File: config.mk
export PLATFORM = sky130hd
export DESIGN_NAME = four_channel_peak_position
export DESIGN_NICKNAME = d
export VERILOG_FILES = /design/src/rtl/fcpp_pkg.sv /design/src/rtl/four_channel_peak_position.sv /design/src/rtl/fcpp_peak_lane.sv /design/src/rtl/fcpp_ratio_div.sv
export SDC_FILE = /design/constraint.sdc
export NUM_CORES = 1
export LEC_CHECK = 0
export BUFFER_PORTS_ARGS = -buffer_cell sky130_fd_sc_hd__clkbuf_2
export CAP_MARGIN = 15
export CORE_AREA = 4 4 203 225
export CTS_CLUSTER_SIZE = 16
export DETAILED_ROUTE_END_ITERATION = 6
export DIE_AREA = 0 0 207 229
export PLACE_DENSITY = 0.71
export REMOVE_ABC_BUFFERS = 1
export SETUP_SLACK_MARGIN = 0.4
export SKIP_CTS_REPAIR_TIMING = 1
export SYNTH_ARGS = -nofsm -noshare
export SYNTH_HDL_FRONTEND = slang
export SYNTH_SLANG_ARGS = --single-unit
File: constraint.sdc
create_clock -name clk -period 9.05 [get_ports clk]
set_clock_uncertainty 0.15 [all_clocks]
set_input_delay 0.905 -clock clk [delete_from_list [all_inputs] [get_ports clk]]
set_output_delay 0.905 -clock clk [all_outputs]
set_load 0.02 [all_outputs]
File: src/rtl/fcpp_pkg.sv
// Shared types, constants and register indexes for the four-channel peak position block.
package fcpp_pkg;

  localparam int NUM_CHANNELS      = 4;
  localparam int SAMPLE_BITS_DEF   = 16;
  localparam int FRACTION_BITS_DEF = 15;
  localparam int FIELD_BITS        = 16;
  localparam int BOUND_BITS        = 18;
  localparam int POS_BITS          = 16;

  localparam logic [POS_BITS-1:0]   POS_MAX     = 16'd32767;
  localparam logic [BOUND_BITS-1:0] LOWER_RESET = 18'd220;
  localparam logic [BOUND_BITS-1:0] UPPER_RESET = 18'd40000;

  // Configuration register indexes
  typedef enum logic [0:0] {
    CFG_SUM_LOWER = 1'b0,
    CFG_SUM_UPPER = 1'b1
  } cfg_idx_t;

  // One sample step of an event
  typedef struct packed {
    logic [FIELD_BITS-1:0] sample_a;
    logic [FIELD_BITS-1:0] sample_b;
    logic [FIELD_BITS-1:0] sample_c;
    logic [FIELD_BITS-1:0] sample_d;
    logic                  end_of_event;
  } in_req_t;

  // One position result per event
  typedef struct packed {
    logic [BOUND_BITS-1:0]      peak_sum;
    logic signed [POS_BITS-1:0] pos_x;
    logic signed [POS_BITS-1:0] pos_y;
    logic                       x_valid;
    logic                       y_valid;
    logic                       in_window;
  } out_res_t;

  // Status of one ratio unit
  typedef struct packed {
    logic busy;
    logic done;
  } div_stat_t;

endpackage

File: src/rtl/four_channel_peak_position.sv
// Top level: four peak lanes, two ratio units and the merging result stage.
//
//  channel  | direction | handshake             | payload
//  ---------+-----------+-----------------------+----------------------
//  in_      | in        | in_valid / in_stall   | in_req  (in_req_t)
//  out_     | out       | out_valid / out_stall | out_res (out_res_t)
//  cfg_     | in        | cfg_wr_en             | cfg_index, cfg_wdata
//
// One sample step is taken each cycle unless an end-of-event step is stalled; the lanes update
// their peaks in that cycle. An end-of-event request starts both ratio units (one quotient bit a
// cycle); the finished ratios are held until the output register frees and then move into it.
// An end-of-event request is stalled while the previous event is still in the ratio
// units or waiting for the output register; other requests are never stalled.
// Reset clears the peaks and loads the bounds with 220 and 40000.
module four_channel_peak_position #(
  parameter int SAMPLE_BITS   = fcpp_pkg::SAMPLE_BITS_DEF,
  parameter int FRACTION_BITS = fcpp_pkg::FRACTION_BITS_DEF
) (
  input  logic                              clk,
  input  logic                              rst_n,
  input  logic                              in_valid,
  output logic                              in_stall,
  input  fcpp_pkg::in_req_t                 in_req,
  output logic                              out_valid,
  input  logic                              out_stall,
  output fcpp_pkg::out_res_t                out_res,
  input  logic                              cfg_wr_en,
  input  logic [0:0]                        cfg_index,
  input  logic [fcpp_pkg::BOUND_BITS-1:0]   cfg_wdata
);

  localparam int SUM_W = SAMPLE_BITS + 2;
  localparam int BW    = fcpp_pkg::BOUND_BITS;
  localparam int NCH   = fcpp_pkg::NUM_CHANNELS;

  logic [SAMPLE_BITS-1:0] samples [NCH];
  logic [SAMPLE_BITS-1:0] finals  [NCH];
  logic                   in_acc;
  logic                   ev_start;
  logic                   occupied;
  logic                   xfer;

  logic [BW-1:0]    lower_r, lower_nxt;
  logic [BW-1:0]    upper_r, upper_nxt;
  logic [SUM_W-1:0] sum_r, sum_nxt;
  logic             hold_r, hold_nxt;
  logic             out_valid_r, out_valid_nxt;
  fcpp_pkg::out_res_t out_res_r, out_res_nxt;

  fcpp_pkg::div_stat_t        x_stat, y_stat;
  logic signed [fcpp_pkg::POS_BITS-1:0] x_pos, y_pos;
  logic                       x_ok, y_ok;
  logic [BW-1:0]              sum_ext;

  // Hand the channel samples to the lanes
  assign samples[0] = in_req.sample_a[SAMPLE_BITS-1:0];
  assign samples[1] = in_req.sample_b[SAMPLE_BITS-1:0];
  assign samples[2] = in_req.sample_c[SAMPLE_BITS-1:0];
  assign samples[3] = in_req.sample_d[SAMPLE_BITS-1:0];

  // Stall only an end-of-event request that finds the ratio units in use
  assign occupied = x_stat.busy || y_stat.busy || hold_r;
  assign in_stall = occupied && in_req.end_of_event;
  assign in_acc   = in_valid && !in_stall;
  assign ev_start = in_acc && in_req.end_of_event;

  for (genvar g = 0; g < NCH; g++) begin : g_lane
    fcpp_peak_lane #(
      .SAMPLE_BITS(SAMPLE_BITS)
    ) u_lane (
      .clk       (clk),
      .rst_n     (rst_n),
      .accept    (in_acc),
      .last      (in_req.end_of_event),
      .sample    (samples[g]),
      .peak_final(finals[g])
    );
  end

  fcpp_ratio_div #(
    .SAMPLE_BITS  (SAMPLE_BITS),
    .FRACTION_BITS(FRACTION_BITS)
  ) u_div_x (
    .clk      (clk),
    .rst_n    (rst_n),
    .start    (ev_start),
    .num_pos  (finals[0]),
    .num_neg  (finals[1]),
    .stat     (x_stat),
    .pos      (x_pos),
    .pos_valid(x_ok)
  );

  fcpp_ratio_div #(
    .SAMPLE_BITS  (SAMPLE_BITS),
    .FRACTION_BITS(FRACTION_BITS)
  ) u_div_y (
    .clk      (clk),
    .rst_n    (rst_n),
    .start    (ev_start),
    .num_pos  (finals[3]),
    .num_neg  (finals[2]),
    .stat     (y_stat),
    .pos      (y_pos),
    .pos_valid(y_ok)
  );

  // Write the window bounds
  always_comb begin
    lower_nxt = lower_r;
    upper_nxt = upper_r;
    if (cfg_wr_en) begin
      unique case (fcpp_pkg::cfg_idx_t'(cfg_index))
        fcpp_pkg::CFG_SUM_LOWER: lower_nxt = cfg_wdata;
        fcpp_pkg::CFG_SUM_UPPER: upper_nxt = cfg_wdata;
        default:                 lower_nxt = lower_r;
      endcase
    end
  end

  // Capture the peak sum at the end of the event
  assign sum_nxt = ev_start ? (SUM_W'(finals[0]) + SUM_W'(finals[1]) +
                               SUM_W'(finals[2]) + SUM_W'(finals[3])) : sum_r;
  assign sum_ext = BW'(sum_r);

  // Hold finished ratios until the output register frees
  assign xfer = hold_r && (!out_valid_r || !out_stall);

  always_comb begin
    hold_nxt = hold_r;
    if (x_stat.done && y_stat.done) begin
      hold_nxt = 1'b1;
    end else if (xfer) begin
      hold_nxt = 1'b0;
    end
  end

  // Merge lane and ratio results into the output register
  always_comb begin
    out_valid_nxt = out_valid_r;
    out_res_nxt   = out_res_r;
    if (xfer) begin
      out_valid_nxt         = 1'b1;
      out_res_nxt.peak_sum  = sum_ext;
      out_res_nxt.pos_x     = x_pos;
      out_res_nxt.pos_y     = y_pos;
      out_res_nxt.x_valid   = x_ok;
      out_res_nxt.y_valid   = y_ok;
      out_res_nxt.in_window = (sum_ext > lower_r) && (sum_ext < upper_r);
    end else if (out_valid_r && !out_stall) begin
      out_valid_nxt = 1'b0;
    end
  end

  always_ff @(posedge clk) begin
    if (!rst_n) begin
      lower_r     <= fcpp_pkg::LOWER_RESET;
      upper_r     <= fcpp_pkg::UPPER_RESET;
      hold_r      <= 1'b0;
      out_valid_r <= 1'b0;
    end else begin
      lower_r     <= lower_nxt;
      upper_r     <= upper_nxt;
      hold_r      <= hold_nxt;
      out_valid_r <= out_valid_nxt;
    end
    sum_r     <= sum_nxt;
    out_res_r <= out_res_nxt;
  end

  assign out_valid = out_valid_r;
  assign out_res   = out_res_r;

endmodule

File: src/rtl/fcpp_peak_lane.sv
// One channel lane: running peak of the samples within an event.
module fcpp_peak_lane #(
  parameter int SAMPLE_BITS = fcpp_pkg::SAMPLE_BITS_DEF
) (
  input  logic                   clk,
  input  logic                   rst_n,
  input  logic                   accept,
  input  logic                   last,
  input  logic [SAMPLE_BITS-1:0] sample,
  output logic [SAMPLE_BITS-1:0] peak_final
);

  logic [SAMPLE_BITS-1:0] peak_r;
  logic [SAMPLE_BITS-1:0] peak_nxt;

  // Fold the current sample into the peak
  assign peak_final = (sample > peak_r) ? sample : peak_r;

  // Advance on each request, drop back to zero after the last one
  always_comb begin
    peak_nxt = peak_r;
    if (accept) begin
      peak_nxt = last ? '0 : peak_final;
    end
  end

  always_ff @(posedge clk) begin
    if (!rst_n) begin
      peak_r <= '0;
    end else begin
      peak_r <= peak_nxt;
    end
  end

endmodule

File: src/rtl/fcpp_ratio_div.sv
// Iterative ratio unit: (pos-neg)/(pos+neg) in signed fixed point, one quotient bit a cycle.
module fcpp_ratio_div #(
  parameter int SAMPLE_BITS   = fcpp_pkg::SAMPLE_BITS_DEF,
  parameter int FRACTION_BITS = fcpp_pkg::FRACTION_BITS_DEF
) (
  input  logic                                 clk,
  input  logic                                 rst_n,
  input  logic                                 start,
  input  logic [SAMPLE_BITS-1:0]               num_pos,
  input  logic [SAMPLE_BITS-1:0]               num_neg,
  output fcpp_pkg::div_stat_t                  stat,
  output logic signed [fcpp_pkg::POS_BITS-1:0] pos,
  output logic                                 pos_valid
);

  localparam int DEN_W = SAMPLE_BITS + 1;
  localparam int REM_W = SAMPLE_BITS + 2;
  localparam int Q_W   = FRACTION_BITS + 1;
  localparam int CNT_W = $clog2(FRACTION_BITS + 1);
  localparam int PW    = fcpp_pkg::POS_BITS;

  logic             busy_r, busy_nxt;
  logic [CNT_W-1:0] cnt_r, cnt_nxt;
  logic [REM_W-1:0] rem_r, rem_nxt;
  logic [DEN_W-1:0] den_r, den_nxt;
  logic [Q_W-1:0]   q_r, q_nxt;
  logic             neg_r, neg_nxt;
  logic             last_step;
  logic [DEN_W-1:0] den_in;
  logic [REM_W-1:0] trial;
  logic             fits;
  logic [PW-1:0]    q_ext;
  logic [PW-1:0]    mag_sat;

  assign den_in    = DEN_W'(num_pos) + DEN_W'(num_neg);
  assign last_step = busy_r && (cnt_r == CNT_W'(FRACTION_BITS));

  // Restoring step: compare, subtract, shift
  assign fits  = rem_r >= REM_W'(den_r);
  assign trial = fits ? (rem_r - REM_W'(den_r)) : rem_r;

  always_comb begin
    busy_nxt = busy_r;
    cnt_nxt  = cnt_r;
    rem_nxt  = rem_r;
    den_nxt  = den_r;
    q_nxt    = q_r;
    neg_nxt  = neg_r;
    if (start) begin
      busy_nxt = 1'b1;
      cnt_nxt  = '0;
      den_nxt  = den_in;
      q_nxt    = '0;
      neg_nxt  = num_neg > num_pos;
      rem_nxt  = (num_neg > num_pos) ? REM_W'(num_neg - num_pos)
                                     : REM_W'(num_pos - num_neg);
    end else if (busy_r) begin
      q_nxt   = {q_r[Q_W-2:0], fits};
      rem_nxt = {trial[REM_W-2:0], 1'b0};
      cnt_nxt = cnt_r + CNT_W'(1);
      if (last_step) begin
        busy_nxt = 1'b0;
      end
    end
  end

  always_ff @(posedge clk) begin
    if (!rst_n) begin
      busy_r <= 1'b0;
      cnt_r  <= '0;
    end else begin
      busy_r <= busy_nxt;
      cnt_r  <= cnt_nxt;
    end
    rem_r <= rem_nxt;
    den_r <= den_nxt;
    q_r   <= q_nxt;
    neg_r <= neg_nxt;
  end

  assign stat.busy = busy_r;
  assign stat.done = last_step;

  // Saturate just below +1, apply sign, force zero on an empty denominator
  assign q_ext     = PW'(q_r);
  assign mag_sat   = (!neg_r && (q_ext > fcpp_pkg::POS_MAX)) ? fcpp_pkg::POS_MAX : q_ext;
  assign pos_valid = den_r != '0;

  always_comb begin
    if (!pos_valid) begin
      pos = '0;
    end else if (neg_r) begin
      pos = $signed(~q_ext + PW'(1));
    end else begin
      pos = $signed(mag_sat);
    end
  end

endmodule

==> reports/summary.txt, run 1 <==
Outcome: completed
Antenna Nets Post-Route: 0
Via-to-Cell Ratio: 5.66
Longest Clk Path Bufs: 3
Routed wl met3: 3.25 mm
Worst slew pin tran: 1140 ps
Layout cells sized above 1: 11.4%
I/O pins: 144
Yosys warns: 0
Starting Density: 49.6%
WP data required: 9200 ps
First-pass GRT wire length: 89.1 mm
Post-Layout Inst Area: 23800 µm²
WL final: 55.4 mm
Sequential share of the synthesized area: 33.5%
Most frequent cells in the layout: inv_1 (279), ha_1 (250), nand2_1 (184)
Uppermost layer routed: met4
I/O Buffers: 143
DRC Markers: 0
Die height: 229 µm
Root Driver: clkbuf_16
Crit Path Max Fanout: 15
Placer Congestion: 0.970
CTS tree: yes
Clock Sinks: 287
Die Area: 47400 µm²
Async set or reset register ratio after synthesis: 0%
Crit share post-route: 71.3%
Post-synth EDFFs: 143
DIE WIDTH: 207 µm
Fill cells: 3928
TritonRoute pass-1 iters: 6
Critical path type: in2reg
Mapped Cells: 2364
Peak VDD IR: 0.000153 V
GRT Total Usage: 22.4%
CP cell instances: clkbuf_2, ha_1, nand4_1, nor3_1, o21ai_0, o211a_1, a21oi_2, buf_4, mux2i_1, inv_1, ha_1, o21ba_2, nor2_1, o311a_1, o31ai_1, a21o_1, inv_1, a221oi_1, xnor2_1, a21oi_1
# setup viols final: 0
Synth unique cells: 70
Leading cell type in the layout, fill and taps excluded: inv_1
Ys flop type: dfxtp_1
Min-Delay Path Class: reg2reg
CTS buffer count: 31
Row count: 80
Post-DP Area: 22700 µm²
Area Overhead vs Synth: 11.0%
Tmin final: 6450 ps
PwrDens: 236 nW/µm²
Hold slack: 312 ps
Critical path's largest stage delay: 620 ps
Leak: 10.4 nW
Routed WL per cell: 18.1 µm
Detailed Place HPWL: 43.2 mm
Clock Pin Slew Worst Setup and Hold Paths: 60 ps
N_diodes: 0
M1 WL: 25.6 mm
Max frequency: 155 MHz
Largest net degree at the start of global routing: 77
Initial antenna violation count: 0
Clk Latency, worst-skew pair: 580 ps
CP startpoint kind: input pin
Max Slew Vio Count: 0
Initial DRC count: 948
Final nets: 2839
Final hold vios: 0
Vias in the first global route: 17100
Setup TNS: 0 ps
Syn avg cell area: 9.07 µm²
H-tree depth: 1
RSZ-0062 raised after global routing: false
Slowest-stage cell, CP: mux2i_1
FF+latch count, synth: 287
Metal2 WL: 24.7 mm
CORE AREA: 43200 µm²
CP Capture Type: flop
Grt ovf: 0
Via Count: 17300
Max Cap Viol: 0
Post-synthesis instance area: 21400 µm²
Normalized max-slew margin: 23.6%
Critical Path AT: 6610 ps
==> metrics by stage <==
stage	utilization (%)	cells	power (mW)	setup slack [ps]
finish	55.0	3058	5.60	2600
global route	55.0	3058	5.99	2130
CTS	55.0	3056	5.61	2620
detailed placement	52.4	2999	4.21	2060
global placement	52.4	2999	4.15	2270
floorplan	-	2269	3.58	2210
==> final cells by class <==
type / count / area (µm²) / share of cell area (%)
Multi-Input combinational cell: 1701 / 12900 / 54.2
Sequential cell: 287 / 7180 / 30.2
Inverter: 281 / 1060 / 4.44
Clock buffer: 44 / 920 / 3.86
Timing Repair Buffer: 158 / 828 / 3.48
Tap cell: 574 / 718 / 3.02
Clock inverter: 13 / 193 / 0.810
==> report_power, final <==
group | leakage (nW) | switching, mW | total (mW) | internal (mW)
Sequential | 2.49 | 0.114 | 1.73 | 1.61
Clock | 0.544 | 0.540 | 1.37 | 0.826
Combinational | 7.32 | 1.45 | 2.51 | 1.07
==> worst max-delay path: cells and delay by family <==
family / cells / cell delay, ps
muxes: 1 / 620
adders and majority gates: 2 / 730
AOI/OAI and AO/OA: 9 / 2580
and+or+nand+nor: 3 / 500
buffers and inverters: 4 / 1090
xor gates and xnor gates: 1 / 170
==> state kept, by name (all words and copies together), names as in the netlist <==
register / cells
u_div_x.den_r: 17
u_div_y.q_ext: 16
u_div_y.cnt_r: 4
u_div_x.neg_r: 1
g_lane.u_lane.peak_r: 64
sum_ext: 18
u_div_x.q_ext: 16
out_res: 53
u_div_y.den_r: 17
out_valid: 1
u_div_y.neg_r: 1
u_div_y.rem_r: 18
upper_r: 18
u_div_x.busy_r: 1
u_div_x.rem_r: 18
hold_r: 1
u_div_y.busy_r: 1
lower_r: 18
u_div_x.cnt_r: 4
==> per-layer routing <==
layer	vias to the layer above	track usage [%]
li1	8568	-
met1	8104	31.2
met2	537	36.3
met3	91	3.20
met4	0	7.05
met5	-	0
==> cell families (layout without fill, tap and decap cells) <==
logic type,Yosys count,after routing,synth area share [%]
buf+inv,376,496,6.59
fa+ha+maj,290,290,18.3
flops,287,287,33.5
mux,100,100,4.90
compound gates,616,616,19.7
simple gates,603,603,13.3
xor+xnor,92,92,3.76
==> synth_stat cells (19+ instances only) <==
cell type  count  area (µm²)
a211oi_1      35         263
nand4_1       31         194
a21oi_1      139         696
nor2_1       166         623
fa_1          40         801
o21ai_0       99         495
dfxtp_1      144        2880
nand3_1       22         110
mux2_2        40         450
ha_1         250        3130
nor2b_1       30         188
o211ai_1      19         143
nor3_1        57         285
nand2_1      184         691
a22o_1        68         596
nand2b_1      29         181
o21bai_1      21         158
xor2_1        26         228
or3_1         23         144
a21boi_0      33         248
inv_1        279        1050
clkbuf_1      79         297
mux2i_1       60         601
xnor2_1       66         578
a21o_1        69         518
edfxtp_1     143        4290
==> worst paths after layout <==
check / startpoint / endpoint / slack [ps] / depth (start not counted)
worst max register to register: g_lane[0].u_lane.peak_r[15] / u_div_x.rem_r[12] / 2630 / 20
worst min register to register: upper_r[17] / upper_r[17] / 310 / 2
worst max-delay path: in_req[64] / u_div_x.rem_r[12] / 2600 / 20
worst min-delay path: upper_r[17] / upper_r[17] / 310 / 2
No activity file was read; power rests on OpenSTA's default activity.
==> inputs of run 2 (changes only) <==
Clock period 9.05 ns to 5.95 ns, I/O delays scaled along.
==> reports/summary.txt, run 2 (synthesis gave the netlist of run 1 again) <==
Hold path cells: 2
Reg2reg path depth: 25
Outcome: completed
Most common cell on crit path: buf_4
Grt ovf: 0
CTS tree: yes
Fill cells: 3818
DIE WIDTH: 207 µm
Min-Delay Path Class: in2reg
CP startpoint kind: flop
Max FFs per register: 64
Clock Pin Slew Worst Setup and Hold Paths: 60 ps
Largest net degree at the start of global routing: 49
Crit Path Max Fanout: 9
Die height: 229 µm
CP Launch Point: g_lane[0].u_lane.peak_r[5]
Final nets: 2918
Row count: 80
WL final: 58.1 mm
Reg2reg start: g_lane[0].u_lane.peak_r[5]
Worst slew pin tran: 1170 ps
TritonRoute pass-1 iters: 5
WP data required: 6090 ps
Detailed Place HPWL: 44.6 mm
Vias in the first global route: 17300
Setup TNS: 0 ps
Initial DRC count: 906
RSZ-0062 raised after global routing: true
Placed cell count: 3059
Antenna Nets Post-Route: 0
CTS buffer count: 36
Critical path type: reg2reg
Post-DP Area: 23100 µm²
Placer Congestion: 0.949
PwrDens: 365 nW/µm²
Slowest-stage cell, CP: fa_1
I/O pins: 144
Max frequency: 182 MHz
Root Driver: clkbuf_16
Die Area: 47400 µm²
Power Total: 9.08 mW
Starting Density: 49.6%
CORE AREA: 43200 µm²
Peak VDD IR: 0.000219 V
N_diodes: 0
# setup viols final: 0
Critical Path AT: 5640 ps
Non-Filler Instances: 3139
Critical path's largest stage delay: 530 ps
Hold path startpoint: in_req[17]
First-pass GRT wire length: 91.5 mm
Initial antenna violation count: 0
Most frequent cells in the layout: inv_1 (271), ha_1 (241), nand2_1 (184)
Leak: 10.8 nW
Normalized max-slew margin: 21.7%
DRC Markers: 0
Layout cells sized above 1: 16.3%
Max Cap Viol: 0
Final hold vios: 0
Area Overhead vs Synth: 16.0%
Clock Sinks: 287
Routed WL per cell: 18.5 µm
GRT Total Usage: 23.3%
Via-to-Cell Ratio: 5.69
Tmin final: 5500 ps
Register bank with the most flops: g_lane.u_lane.peak_r
Longest Clk Path Bufs: 3
I/O Buffers: 143
CP Capture Type: flop
Post-Layout Inst Area: 24900 µm²
Via Count: 17900
Max Slew Vio Count: 0
H-tree depth: 2
Leading cell type in the layout, fill and taps excluded: inv_1
Crit share post-route: 92.4%
Clk Latency, worst-skew pair: 560 ps
Final core occ: 57.5%
==> run 2: metrics by stage <==
stage / hold slack, ps / worst slack (ps)
2_1_floorplan: 291 / -581
3_3_place_gp: 302 / 116
3_5_place_dp: 309 / -61.0
4_1_cts: 98.6 / 217
5_1_grt: 115 / 274
6_report: 140 / 452
==> run 2: cell type report <==
| cell class | count | area [µm²] | share of cell area, % |
|---|---|---|---|
| clock buffer | 47 | 1030 | 4.16 |
| inverter | 281 | 1060 | 4.27 |
| sequential | 287 | 7200 | 28.9 |
| clock inverter | 17 | 239 | 0.961 |
| timing repair buffer | 232 | 1450 | 5.82 |
| tap | 574 | 718 | 2.89 |
| multi-input combinational | 1701 | 13200 | 53.0 |
==> run 2: worst paths after layout <==
check,to,slack (ps)
worst min-delay path,g_lane[2].u_lane.peak_r[0],140
worst max register to register,sum_ext[16],450
worst max-delay path,sum_ext[16],450
worst min register to register,lower_r[17],310
==> run 2: critical path, delay by kind of cell, from the launching register on <==
kind | cells | cell delay, ps
AOI/OAI and AO/OA | 10 | 1930
xor gates and xnor gates | 1 | 130
adders and majority gates | 4 | 1580
buffers and inverters | 6 | 730
DFF | 1 | 350
muxes | 1 | 130
and+or+nand+nor | 3 | 220
==> run 2: power by group <==
part | total (mW) | switching [mW] | leakage [nW] | internal [mW]
clock network | 2.35 | 0.863 | 0.627 | 1.48
registers | 2.63 | 0.178 | 2.50 | 2.45
logic | 4.10 | 2.30 | 7.70 | 1.80
==> run 2: per-layer routing <==
| metal | global-route usage, % | part of all wire (%) | vias up |
|---|---|---|---|
| met5 | 0 | 0 | - |
| met2 | 38.1 | 46 | 561 |
| met4 | 8.16 | 3.4 | 0 |
| li1 | - | - | 8728 |
| met1 | 31.9 | 44 | 8466 |
| met3 | 3.16 | 5.9 | 100 |
